==> src/hdl/apr_pkg.sv <==
// ----------------------------------------------------------------------------
// apr_pkg
// Shared constants and types for the aging page-replacement core.
// ----------------------------------------------------------------------------
package apr_pkg;

  localparam int DEF_TABLE_SLOTS = 16;
  localparam int DEF_PAGE_BITS   = 16;

  localparam int AGE_W        = 8;
  localparam int CFG_W        = 5;
  localparam int PAGE_FIELD_W = 16;
  localparam int SLOT_FIELD_W = 4;

  localparam logic [AGE_W-1:0] AGE_TOP   = 8'h80;
  localparam logic [CFG_W-1:0] CFG_RESET = 5'd16;

  localparam logic ACT_REF  = 1'b0;
  localparam logic ACT_TICK = 1'b1;

  // Control from the sequencer to the victim selector
  typedef struct packed {
    logic clear;
    logic sample;
  } sel_ctl_t;

  // Outcome flags of one table scan
  typedef struct packed {
    logic found;
    logic evict;
  } sel_stat_t;

endpackage

==> src/hdl/apr_if.sv <==
// ----------------------------------------------------------------------------
// apr_if
// Request and response channels of the aging page-replacement core.
// ----------------------------------------------------------------------------
interface apr_req_if import apr_pkg::*; ();
  logic                    valid;
  logic                    ready;
  logic                    action;
  logic [PAGE_FIELD_W-1:0] page_number;

  modport source (output valid, action, page_number, input ready);
  modport sink (input valid, action, page_number, output ready);
endinterface

interface apr_rsp_if import apr_pkg::*; ();
  logic                    valid;
  logic                    ready;
  logic                    hit;
  logic [SLOT_FIELD_W-1:0] slot;
  logic                    evicted_valid;
  logic [PAGE_FIELD_W-1:0] evicted_page;

  modport source (output valid, hit, slot, evicted_valid, evicted_page, input ready);
  modport sink (input valid, hit, slot, evicted_valid, evicted_page, output ready);
endinterface

==> src/hdl/aging_page_replacement_core.sv <==
// ----------------------------------------------------------------------------
// aging_page_replacement_core
// Page-frame table with aging replacement, held in a single-port-read memory.
// ----------------------------------------------------------------------------
// Usage:
//   req carries one transaction per item: action 0 looks up page_number,
//   action 1 is an aging tick that halves the age of every valid active slot.
//   rsp returns one transaction per lookup (hit, slot, evicted page) and
//   none per tick. cfg_we/cfg_wdata set the number of active slots; write
//   it only while the core is idle.
// Scan (n = active slots):
//   Each item scans the n active entries of the frame memory, one read a
//   cycle, through a read port with registered data. A lookup then writes
//   its slot update and its result register, and the next transaction is
//   taken once the core is back in idle. A tick reads and writes back
//   each entry in flight.
// Reset:
//   rst clears every valid bit and sets the active count to 16; no clearing
//   pass is needed. The result sits in an output register, so a stalled
//   rsp only holds the core once a second lookup has finished its scan.
// ----------------------------------------------------------------------------
module aging_page_replacement_core import apr_pkg::*; #(
  parameter int TABLE_SLOTS = DEF_TABLE_SLOTS,
  parameter int PAGE_BITS   = DEF_PAGE_BITS
) (
  input  logic             clk,
  input  logic             rst,
  apr_req_if.sink          req,
  apr_rsp_if.source        rsp,
  input  logic             cfg_we,
  input  logic [CFG_W-1:0] cfg_wdata
);

  localparam int IDX_W  = $clog2(TABLE_SLOTS);
  localparam int CNT_W  = ($clog2(TABLE_SLOTS + 1) > CFG_W) ? $clog2(TABLE_SLOTS + 1) : CFG_W;
  localparam int WORD_W = PAGE_BITS + AGE_W;

  typedef enum logic [3:0] {
    ST_IDLE  = 4'b0001,
    ST_SCAN  = 4'b0010,
    ST_TICK  = 4'b0100,
    ST_WRITE = 4'b1000
  } state_t;

  state_t               state;
  state_t               state_next;
  logic [CFG_W-1:0]     entries_in_use;
  logic [CNT_W-1:0]     cfg_ext;
  logic [IDX_W-1:0]     act_last;
  logic [IDX_W-1:0]     scan_last;
  logic [PAGE_BITS-1:0] key_page;
  logic [TABLE_SLOTS-1:0] slot_valid;

  logic                 iss_vld;
  logic [IDX_W-1:0]     iss_idx;
  logic                 rd_vld;
  logic [IDX_W-1:0]     rd_idx;
  logic                 rd_slot_valid;
  logic [WORD_W-1:0]    rd_word;
  logic [PAGE_BITS-1:0] rd_page;
  logic [AGE_W-1:0]     rd_age;
  logic                 rd_last;

  logic                 mem_we;
  logic [IDX_W-1:0]     mem_waddr;
  logic [WORD_W-1:0]    mem_wdata;

  sel_ctl_t             sel_ctl;
  sel_stat_t            sel_stat;
  logic [IDX_W-1:0]     sel_target;
  logic [AGE_W-1:0]     sel_new_age;
  logic [PAGE_BITS-1:0] sel_evict_page;

  logic                 accept;
  logic                 wr_go;

  logic                    out_valid;
  logic                    out_hit;
  logic [SLOT_FIELD_W-1:0] out_slot;
  logic                    out_evicted_valid;
  logic [PAGE_FIELD_W-1:0] out_evicted_page;

  // Active count, with zero acting as one and overflow clamped
  always_comb begin
    cfg_ext = CNT_W'(entries_in_use);
    priority if (cfg_ext == CNT_W'(0)) begin
      act_last = IDX_W'(0);
    end else if (cfg_ext > CNT_W'(TABLE_SLOTS)) begin
      act_last = IDX_W'(TABLE_SLOTS - 1);
    end else begin
      act_last = IDX_W'(cfg_ext - CNT_W'(1));
    end
  end

  always_ff @(posedge clk) begin
    if (rst) begin
      entries_in_use <= CFG_RESET;
    end else if (cfg_we) begin
      entries_in_use <= cfg_wdata;
    end
  end

  assign accept    = req.valid && req.ready;
  assign req.ready = (state == ST_IDLE);
  assign wr_go     = (state == ST_WRITE) && (!out_valid || rsp.ready);
  assign rd_page   = rd_word[WORD_W-1:AGE_W];
  assign rd_age    = rd_word[AGE_W-1:0];
  assign rd_last   = rd_vld && (rd_idx == scan_last);

  always_ff @(posedge clk) begin
    if (accept) begin
      key_page  <= PAGE_BITS'(req.page_number);
      scan_last <= act_last;
    end
  end

  // Read issue and response pipeline
  always_ff @(posedge clk) begin
    if (rst) begin
      iss_vld <= 1'b0;
      rd_vld  <= 1'b0;
    end else begin
      rd_vld <= iss_vld;
      if (accept) begin
        iss_vld <= 1'b1;
      end else if (iss_vld && iss_idx == scan_last) begin
        iss_vld <= 1'b0;
      end
    end
  end

  always_ff @(posedge clk) begin
    if (accept) begin
      iss_idx <= IDX_W'(0);
    end else if (iss_vld && iss_idx != scan_last) begin
      iss_idx <= iss_idx + IDX_W'(1);
    end
    rd_idx        <= iss_idx;
    rd_slot_valid <= slot_valid[iss_idx];
  end

  apr_frame_mem #(
    .DEPTH (TABLE_SLOTS),
    .WIDTH (WORD_W)
  ) u_mem (
    .clk   (clk),
    .we    (mem_we),
    .waddr (mem_waddr),
    .wdata (mem_wdata),
    .raddr (iss_idx),
    .rdata (rd_word)
  );

  assign sel_ctl.clear  = accept;
  assign sel_ctl.sample = rd_vld && (state == ST_SCAN);

  apr_victim_sel #(
    .IDX_W  (IDX_W),
    .PAGE_W (PAGE_BITS)
  ) u_sel (
    .clk        (clk),
    .rst        (rst),
    .ctl        (sel_ctl),
    .smp_idx    (rd_idx),
    .smp_valid  (rd_slot_valid),
    .smp_page   (rd_page),
    .smp_age    (rd_age),
    .key_page   (key_page),
    .stat       (sel_stat),
    .target     (sel_target),
    .new_age    (sel_new_age),
    .evict_page (sel_evict_page)
  );

  // Write port: age write-back during a tick, slot update after a lookup
  always_comb begin
    mem_we    = 1'b0;
    mem_waddr = rd_idx;
    mem_wdata = {rd_page, rd_age >> 1};
    if (state == ST_TICK) begin
      mem_we = rd_vld && rd_slot_valid;
    end else if (wr_go) begin
      mem_we    = 1'b1;
      mem_waddr = sel_target;
      mem_wdata = {key_page, sel_new_age};
    end
  end

  always_ff @(posedge clk) begin
    if (rst) begin
      slot_valid <= '0;
    end else if (wr_go) begin
      slot_valid[sel_target] <= 1'b1;
    end
  end

  always_comb begin
    state_next = state;
    unique case (state)
      ST_IDLE: begin
        if (accept) begin
          state_next = (req.action == ACT_TICK) ? ST_TICK : ST_SCAN;
        end
      end
      ST_SCAN: begin
        if (rd_last) begin
          state_next = ST_WRITE;
        end
      end
      ST_TICK: begin
        if (rd_last) begin
          state_next = ST_IDLE;
        end
      end
      ST_WRITE: begin
        if (wr_go) begin
          state_next = ST_IDLE;
        end
      end
      default: state_next = ST_IDLE;
    endcase
  end

  always_ff @(posedge clk) begin
    if (rst) begin
      state <= ST_IDLE;
    end else begin
      state <= state_next;
    end
  end

  // Output register
  always_ff @(posedge clk) begin
    if (rst) begin
      out_valid <= 1'b0;
    end else if (wr_go) begin
      out_valid <= 1'b1;
    end else if (rsp.ready) begin
      out_valid <= 1'b0;
    end
  end

  always_ff @(posedge clk) begin
    if (wr_go) begin
      out_hit           <= sel_stat.found;
      out_slot          <= SLOT_FIELD_W'(sel_target);
      out_evicted_valid <= sel_stat.evict;
      out_evicted_page  <= sel_stat.evict ? PAGE_FIELD_W'(sel_evict_page) : '0;
    end
  end

  assign rsp.valid         = out_valid;
  assign rsp.hit           = out_hit;
  assign rsp.slot          = out_slot;
  assign rsp.evicted_valid = out_evicted_valid;
  assign rsp.evicted_page  = out_evicted_page;

`ifndef SYNTHESIS
  a_no_rw_collision: assert property (@(posedge clk) disable iff (rst)
    (mem_we && iss_vld) |-> (mem_waddr != iss_idx))
    else $error("frame memory written and read at the same entry");

  a_rd_in_range: assert property (@(posedge clk) disable iff (rst)
    rd_vld |-> (rd_idx <= scan_last))
    else $error("scan read beyond the active slots");

  a_result_from_write: assert property (@(posedge clk) disable iff (rst)
    $rose(out_valid) |-> $past(state == ST_WRITE))
    else $error("result raised outside the slot update");

  a_hit_no_evict: assert property (@(posedge clk) disable iff (rst)
    (out_valid && out_hit) |-> (!out_evicted_valid && out_evicted_page == '0))
    else $error("hit reported with an eviction");

  a_target_valid: assert property (@(posedge clk) disable iff (rst)
    wr_go |=> slot_valid[$past(sel_target)])
    else $error("updated slot not marked valid");
`endif

endmodule

==> src/hdl/apr_frame_mem.sv <==
// ----------------------------------------------------------------------------
// apr_frame_mem
// Frame table store: one write port, one read port with registered data.
// ----------------------------------------------------------------------------
module apr_frame_mem import apr_pkg::*; #(
  parameter int DEPTH = DEF_TABLE_SLOTS,
  parameter int WIDTH = DEF_PAGE_BITS + AGE_W
) (
  input  logic                     clk,
  input  logic                     we,
  input  logic [$clog2(DEPTH)-1:0] waddr,
  input  logic [WIDTH-1:0]         wdata,
  input  logic [$clog2(DEPTH)-1:0] raddr,
  output logic [WIDTH-1:0]         rdata
);

  logic [WIDTH-1:0] mem [DEPTH];

  always_ff @(posedge clk) begin
    if (we) begin
      mem[waddr] <= wdata;
    end
  end

  always_ff @(posedge clk) begin
    rdata <= mem[raddr];
  end

endmodule

==> src/hdl/apr_victim_sel.sv <==
// ----------------------------------------------------------------------------
// apr_victim_sel
// Scan accumulator: tracks the first hit, the first empty slot and the
// oldest slot as table entries stream past, and picks the target slot.
// ----------------------------------------------------------------------------
module apr_victim_sel import apr_pkg::*; #(
  parameter int IDX_W  = 4,
  parameter int PAGE_W = DEF_PAGE_BITS
) (
  input  logic              clk,
  input  logic              rst,
  input  sel_ctl_t          ctl,
  input  logic [IDX_W-1:0]  smp_idx,
  input  logic              smp_valid,
  input  logic [PAGE_W-1:0] smp_page,
  input  logic [AGE_W-1:0]  smp_age,
  input  logic [PAGE_W-1:0] key_page,
  output sel_stat_t         stat,
  output logic [IDX_W-1:0]  target,
  output logic [AGE_W-1:0]  new_age,
  output logic [PAGE_W-1:0] evict_page
);

  logic              found;
  logic              empty_found;
  logic [IDX_W-1:0]  hit_idx;
  logic [AGE_W-1:0]  hit_age;
  logic [IDX_W-1:0]  empty_idx;
  logic [IDX_W-1:0]  min_idx;
  logic [AGE_W-1:0]  min_age;
  logic [PAGE_W-1:0] min_page;

  always_ff @(posedge clk) begin
    if (rst) begin
      found       <= 1'b0;
      empty_found <= 1'b0;
    end else if (ctl.clear) begin
      found       <= 1'b0;
      empty_found <= 1'b0;
    end else if (ctl.sample) begin
      if (!found && smp_valid && smp_page == key_page) begin
        found <= 1'b1;
      end
      if (!empty_found && !smp_valid) begin
        empty_found <= 1'b1;
      end
    end
  end

  always_ff @(posedge clk) begin
    if (ctl.sample) begin
      if (!found && smp_valid && smp_page == key_page) begin
        hit_idx <= smp_idx;
        hit_age <= smp_age;
      end
      if (!empty_found && !smp_valid) begin
        empty_idx <= smp_idx;
      end
      // strict compare keeps the lowest index on a tie
      if (smp_idx == IDX_W'(0) || smp_age < min_age) begin
        min_idx  <= smp_idx;
        min_age  <= smp_age;
        min_page <= smp_page;
      end
    end
  end

  always_comb begin
    stat.found = found;
    stat.evict = !found && !empty_found;
    evict_page = min_page;
    priority if (found) begin
      target  = hit_idx;
      new_age = hit_age | AGE_TOP;
    end else if (empty_found) begin
      target  = empty_idx;
      new_age = AGE_TOP;
    end else begin
      target  = min_idx;
      new_age = AGE_TOP;
    end
  end

endmodule
==> src/flat_wrapper.sv <==
// flat-port wrapper written by rule: the top's interface ports become plain ports
module aging_page_replacement_core_flat import apr_pkg::*;
#(
  parameter int TABLE_SLOTS = DEF_TABLE_SLOTS,
  parameter int PAGE_BITS   = DEF_PAGE_BITS
)
  (clk, rst, cfg_we, cfg_wdata, req_valid, req_action, req_page_number, req_ready, rsp_valid, rsp_hit, rsp_slot, rsp_evicted_valid, rsp_evicted_page, rsp_ready);
  apr_req_if req_i ();
  apr_rsp_if rsp_i ();
  input  logic clk;
  input  logic rst;
  input  logic cfg_we;
  input  logic [CFG_W-1:0] cfg_wdata;
  input wire logic [$bits(req_i.valid)-1:0] req_valid;
  input wire logic [$bits(req_i.action)-1:0] req_action;
  input wire logic [$bits(req_i.page_number)-1:0] req_page_number;
  output wire logic [$bits(req_i.ready)-1:0] req_ready;
  output wire logic [$bits(rsp_i.valid)-1:0] rsp_valid;
  output wire logic [$bits(rsp_i.hit)-1:0] rsp_hit;
  output wire logic [$bits(rsp_i.slot)-1:0] rsp_slot;
  output wire logic [$bits(rsp_i.evicted_valid)-1:0] rsp_evicted_valid;
  output wire logic [$bits(rsp_i.evicted_page)-1:0] rsp_evicted_page;
  input wire logic [$bits(rsp_i.ready)-1:0] rsp_ready;
  assign req_i.valid = req_valid;
  assign req_i.action = req_action;
  assign req_i.page_number = req_page_number;
  assign req_ready = req_i.ready;
  assign rsp_valid = rsp_i.valid;
  assign rsp_hit = rsp_i.hit;
  assign rsp_slot = rsp_i.slot;
  assign rsp_evicted_valid = rsp_i.evicted_valid;
  assign rsp_evicted_page = rsp_i.evicted_page;
  assign rsp_i.ready = rsp_ready;
  aging_page_replacement_core #(.TABLE_SLOTS(TABLE_SLOTS), .PAGE_BITS(PAGE_BITS)) u_core (.clk(clk), .rst(rst), .req(req_i), .rsp(rsp_i), .cfg_we(cfg_we), .cfg_wdata(cfg_wdata));
endmodule
==> config.mk <==
export PLATFORM = sky130hd
export DESIGN_NAME = aging_page_replacement_core_flat
export DESIGN_NICKNAME = d
export VERILOG_FILES = /design/src/hdl/apr_pkg.sv /design/src/hdl/apr_if.sv /design/src/hdl/aging_page_replacement_core.sv /design/src/hdl/apr_frame_mem.sv /design/src/hdl/apr_victim_sel.sv /design/src/flat_wrapper.sv
export SDC_FILE = /design/constraint.sdc
export NUM_CORES = 1
export LEC_CHECK = 0
export ABC_AREA = 1
export BUFFER_PORTS_ARGS = -buffer_cell sky130_fd_sc_hd__buf_4
export CORE_ASPECT_RATIO = 1.75
export CORE_UTILIZATION = 55
export DETAILED_ROUTE_END_ITERATION = 8
export PLACE_DENSITY_LB_ADDON = 0.25
export SYNTH_ARGS = -nofsm -noshare
export SYNTH_HDL_FRONTEND = slang
export SYNTH_HIERARCHICAL = 1
export SYNTH_SLANG_ARGS = --single-unit
==> constraint.sdc <==
create_clock -name clk -period 6.5 [get_ports clk]
set_input_delay 1.3 -clock clk [delete_from_list [all_inputs] [get_ports clk]]
set_output_delay 1.3 -clock clk [all_outputs]
set_load 0.01 [all_outputs]
==> Yosys cells after proc, flatten, opt, wreduce, memory -nomap -nowiden <==
Memories as Yosys holds them, arrays and structs flattened. A register that Yosys moved wholly into a read port is not among the register bits.
Cells that the tools add are included.
{ "word_totals": {"elab_cells": 97, "input_bits": 27, "output_inout_bits": 24, "ramBits": 384, "n_memories": 1, "regBits": 124} }
{ "op_classes": {"muxes": 26, "bitwise_logic": 1, "reduce_logical": 27, "eq_ne": 12, "order_cmp": 5, "n_addsub": 2} }
{ "mem_list": {"columns": ["memory", "depth", "word_bits", "read_ports", "rd_clocked_by_memory_dff", "wr", "line_no", "rtl"], "rows": [
  ["u_core.u_mem.mem", 16, 24, 1, 1, 1, "apr_frame_mem.sv:17", "logic [WIDTH-1:0] mem [DEPTH];"]
]} }
{ "op_table": {"columns": ["operator", "count"], "rows": [
  ["$mux 24", 2],
  ["$mux 4", 9],
  ["$eq 16x16->1", 1],
  ["$or 16x16->16", 1],
  ["$pmux 4 s4", 1],
  ["$logic_and 1x1->1", 12],
  ["$lt 4x5->1 const B", 2],
  ["$mux 1", 10],
  ["$eq 4x4->1", 2],
  ["$lt 8x8->1", 1],
  ["$mux 7", 1],
  ["$ne 2x1->1 const B", 3],
  ["$reduce_and 2->1", 3],
  ["$gt 5x5->1 const B", 1],
  ["$logic_not 5->1", 1],
  ["$add 4x1->4 const B", 1],
  ["$bmux 1 s4", 1],
  ["$demux 1 s4", 1],
  ["$eq 4x1->1 const B", 1],
  ["$eq 4x2->1 const B", 1],
  ["$eq 4x3->1 const B", 1],
  ["$eq 4x4->1 const B", 1],
  ["$ge 4x1->1 const B", 1],
  ["$logic_not 1->1", 4],
  ["other kinds (9)", 11]
]} }

==> Longest topological paths before layout <==
{ "logic_depth": {"word_depth": 7, "depth_mapped": 10, "depth_no_buf": 10} }

==> Cells and area by module <==
The synthesis kept the hierarchy.
{ "by_module_without_submodules": {"columns": ["module", "seq_area_each_um2", "instances", "cells_each", "area_each_um2"], "rows": [
  ["apr_frame_mem", 12011.5, 1, 1597, 16951.3],
  ["aging_page_replacement_core", 2001.9, 1, 400, 3460.8],
  ["apr_victim_sel", 1331.3, 1, 212, 2129.5]
]} }

==> Worst setup path after synthesis <==
Ideal clock, no wire load.
{ "synth_timing": {"path_type": "input to register", "startpoint": "input port rsp_ready", "endpoint": "memory u_core/u_mem/mem[12][0] (netlist bit), enable pin", "required_time_ns": 6.095, "path_stages": 6, "n_path_buf": 1, "path_slack_ns": 2.903, "setup_ns": 0.405, "arrival_time_ns": 3.192, "path_cell_list": "nor2_2 nor2_8 buf_2 o21ai_1 nand3_1 nor2_1"} }
{ "synth_via": {"word_cells_on_any_way": 8, "classes_between": "mux: 6; reduce/logical: 2"} }
{ "synth_rtl": {"columns": ["element", "line_no", "rtl"], "rows": [
  ["start, declared", "flat_wrapper.sv:23", "input wire logic [$bits(rsp_i.ready)-1:0] rsp_ready;"],
  ["$logic_or 1x1->1", "aging_page_replacement_core.sv:105", "assign wr_go = (state == ST_WRITE) && (!out_valid || rsp.ready);"],
  ["$logic_and 1x1->1", "aging_page_replacement_core.sv:105", null],
  ["$mux 4", "aging_page_replacement_core.sv:182", "end else if (wr_go) begin"],
  ["$mux 4", "aging_page_replacement_core.sv:180", "if (state == ST_TICK) begin"],
  ["via u_core.mem_waddr[2]", "aging_page_replacement_core.sv:65", "logic [IDX_W-1:0] mem_waddr;"],
  ["end, declared", "apr_frame_mem.sv:17", null]
]} }
The timed path passes the listed nets, and every way through them passes these cells.

==> Worst setup path in the final report <==
{ "layout_timing": {"startpoint": "input port rsp_ready", "endpoint": "memory u_core/u_mem/mem[7][2] (netlist bit), enable pin"} }
Same word-level chain as after synthesis.

==> results.yml <==
worst_setup_path:
  cp_num_buf_inv: 2
  worst_ep_required_time_ns: 6.68
  critPathLaunchType: "input pin"
  timing.critical_path.max_delay_family: "simple AND/OR/NAND/NOR gates"
  crit_arrival_ns: 3.80
  slowest_stage: "nor2_4"
  slowest_delay_ns: 0.81
  end_kind: "flip-flop"
  crit_type: "input pin to flip-flop"
  cp_max_fo: 28
  path_cells: "buf_4, nor2_2, nor2_8, inv_2, o21ai_0, nand3b_1, nor2_4"
synthesis:
  synth_edf_count: 469
  postSynthNetCount: 2245
  synth_top_area_frac: 0.625
  seq_area_frac_synth: 0.681
  yosys-top-cells-area: "edfxtp_1 (62%), nand2_1 (11%), nand3_1 (7.1%), inv_1 (6.4%), dfxtp_1 (5.6%)"
  async_flop_share: 0
  synth-seq-cells: 532
  synth_cells: 2209
  postSynthAreaPerCell_um2: 10.2
  yosys.cell_types.count: 39
  netlist_area_mm2: 0.0225
  yosysMostFrequentCell: "nand2_1"
  yosys.area.top_type: "edfxtp_1"
  yosysWarnings: 6
  synthTopCellsByCount: "nand2_1 (684), edfxtp_1 (469), inv_1 (383), nand3_1 (321), nor2_1 (68)"
  synth-main-ff-cell: "edfxtp_1"
power:
  power_frac_seq: 0.489
  peakVddDrop_mv: 0.257
  p_sw_mw: 2.92
  pwr-share-comb: 0.218
  p_leak_nw: 10.5
  p_total_mw: 9.16
  p_clk_frac: 0.293
  power_density_mw_per_mm2: 369
  power.internal_mw: 6.24
  swShare: 0.319
cells_and_area:
  fillers: 3086
  nets: 2261
  regArea_mm2: 0.0154
  syn_to_final_growth_pct: 10.1
  multi_input_area_mm2: 0.00537
  drive_above_1_share: 0.0752
global_routing:
  overflow: 0
  grt_pass1_vias: 14763
  grt_pass1_wl_um: 79800
  antenna_found_initial: 1
  grt_max_degree: 82
  grt_usage: 0.254
clocking:
  clock_latency_ns: 0.57
  cts_hold_buf: 0
  cts-resized-gates: 0
  post_cts_buffers: 0
  htree_levels: 2
  clock_sinks: 532
  clk_pin_slew_ns: 0.07
  cts_buffers: 46
  cts_root_buffer: "clkbuf_16"
  cts_tree: "built"
  cts_buffer_depth: 3
drt:
  first_pass_iters: 5
  dr.first_iter.drc_count: 1362
  drc: 0
  wl_per_cell_um: 18.7
  ant_nets: 0
  routed_via_density: 5.39
  via_count: 15134
  wirelength_um: 52600
floorplanning:
  rows: 97
  io_pins: 51
  start_util: 0.561
  fp.dieW_um: 155
  die_area_mm2: 0.0418
  fp.coreArea_mm2: 0.0402
  dieHeight_um: 270
timing:
  period_share: 0.557
  fmax_mhz: 276
  hold_viol: 0
  rsz0062_at_grt: "no"
  tightest_slew_ns: 1.14
  drv_slew: 0
  fin_crit_ns: 3.62
  skew_ns: 0.0252
  setup_viol: 0
  setup_tns_ns: 0
  relSlewSlack: 0.237
placement:
  port_buffers: 50
  hpwl_um: 32500
  gp_congestion: 0.877
worst_hold_path:
  hold_class: "flip-flop to flip-flop"
status:
  status: "finished clean"
run:
  cap_violations: 0
## cell type report
class,count,area share
antenna,1,0.000101
timing repair buffer,63,0.0191
multi-input combinational,1193,0.216
clock inverter,27,0.00983
sequential,532,0.619
inverter,389,0.0590
tap,544,0.0274
clock buffer,58,0.0494
## tightest hold or removal path, stage by stage, from the launching register on
cell and delay [ns]:
dfxtp_1 0.30, inv_1 0.06, a21oi_1 0.06
## power groups by stage
stage | Combinational [mW] | Sequential [mW] | Clock (mW)
after global placement | 1.92 | 4.55 | 0
after floorplan | 1.42 | 4.39 | 0
after CTS | 1.98 | 4.48 | 2.72
final | 2.00 | 4.48 | 2.68
after global routing | 2.20 | 4.50 | 2.85
after detailed placement | 1.97 | 4.55 | 0
## cell families (layout without fill, tap and decap cells)
kind of cell / count (synthesis) / in the layout / synth area share
AO/OA/AOI/OAI: 75 / 75 / 0.0184
AND/OR/NAND/NOR: 1097 / 1097 / 0.205
buffers and inverters: 484 / 537 / 0.0867
flip-flops: 532 / 532 / 0.681
XOR/XNOR: 11 / 11 / 0.00427
adder cells (fa/ha/maj): 9 / 9 / 0.00500
other: 1 / 2 / 0.000166
## path summary, 6_finish.rpt
kind	startpoint	end	slack (ns)	cells past startpoint
hold reg to reg	u_core/slot_valid[5]$_SDFFE_PP0P_	u_core/slot_valid[5]$_SDFFE_PP0P_	0.46	2
hold / removal	u_core/slot_valid[5]$_SDFFE_PP0P_	u_core/slot_valid[5]$_SDFFE_PP0P_	0.46	2
setup reg to reg	u_core/u_sel/found$_SDFFE_PP0P_	u_core/u_mem/mem[14][10]$_DFFE_PP_	3.11	6
setup / recovery	rsp_ready	u_core/u_mem/mem[7][2]$_DFFE_PP_	2.88	7
## sequential cells by signal, indices dropped and copies added (netlist names), 4 cells and up
register / cells
u_core/key_page: 16
u_core/u_sel/min_idx: 4
u_core/u_mem/rdata: 24
u_core/rsp.evicted_page: 16
u_core/cfg_ext: 5
u_core/iss_idx: 4
u_core/rd_idx: 4
u_core/u_sel/hit_age: 7
u_core/scan_last: 4
u_core/u_sel/empty_idx: 4
u_core/u_sel/hit_idx: 4
u_core/u_mem/mem: 384
u_core/slot_valid: 16
u_core/u_sel/evict_page: 16
u_core/rsp.slot: 4
u_core/state: 4
u_core/u_sel/min_age: 8
## cells in the final DEF, fill, tap and decap left out, types with 3 or more instances in the layout
cell       Yosys  layout
inv_1        383     382
edfxtp_1     469     469
nand3_1      321     321
inv_2          6       6
o21ai_1        4       4
o21ai_0       13      13
nor2_2         5       5
dfxtp_1       63      60
clkbuf_1      16       9
a21oi_1       40      39
clkbuf_8       0       3
a31oi_1        6       6
nor2_4         0      16
bufinv_16      0       4
clkinv_1       0       8
clkbuf_16      0      46
nand3b_1       4       4
nand4_1        4       4
ha_1           9       9
clkinv_2       0      12
nand2_1      684     684
xnor2_1        9       9
o211ai_1       5       5
nor2_1        68      52
buf_4         17      63
## per-layer routing
layer,routed length [um],GRT usage,vias up
met3,2910,0.0262,136
met4,2270,0.129,0
met1,19100,0.281,7258
met2,28200,0.475,594
met5,0,0,-
li1,-,-,7146
## through the flow
stage	std cells	cell area (um2)	hold WS [ns]	setup slack (ns)	utilization
2_1_floorplan	2209	22500	0.379	2.90	-
3_3_place_gp	2721	23300	0.444	2.37	0.581
3_5_place_dp	2721	23300	0.451	2.29	0.581
4_1_cts	2806	24800	0.460	2.87	0.617
5_1_grt	2807	24800	0.472	2.74	0.618
6_report	2807	24800	0.463	2.88	0.618
Power figures use the tool's default switching activity.
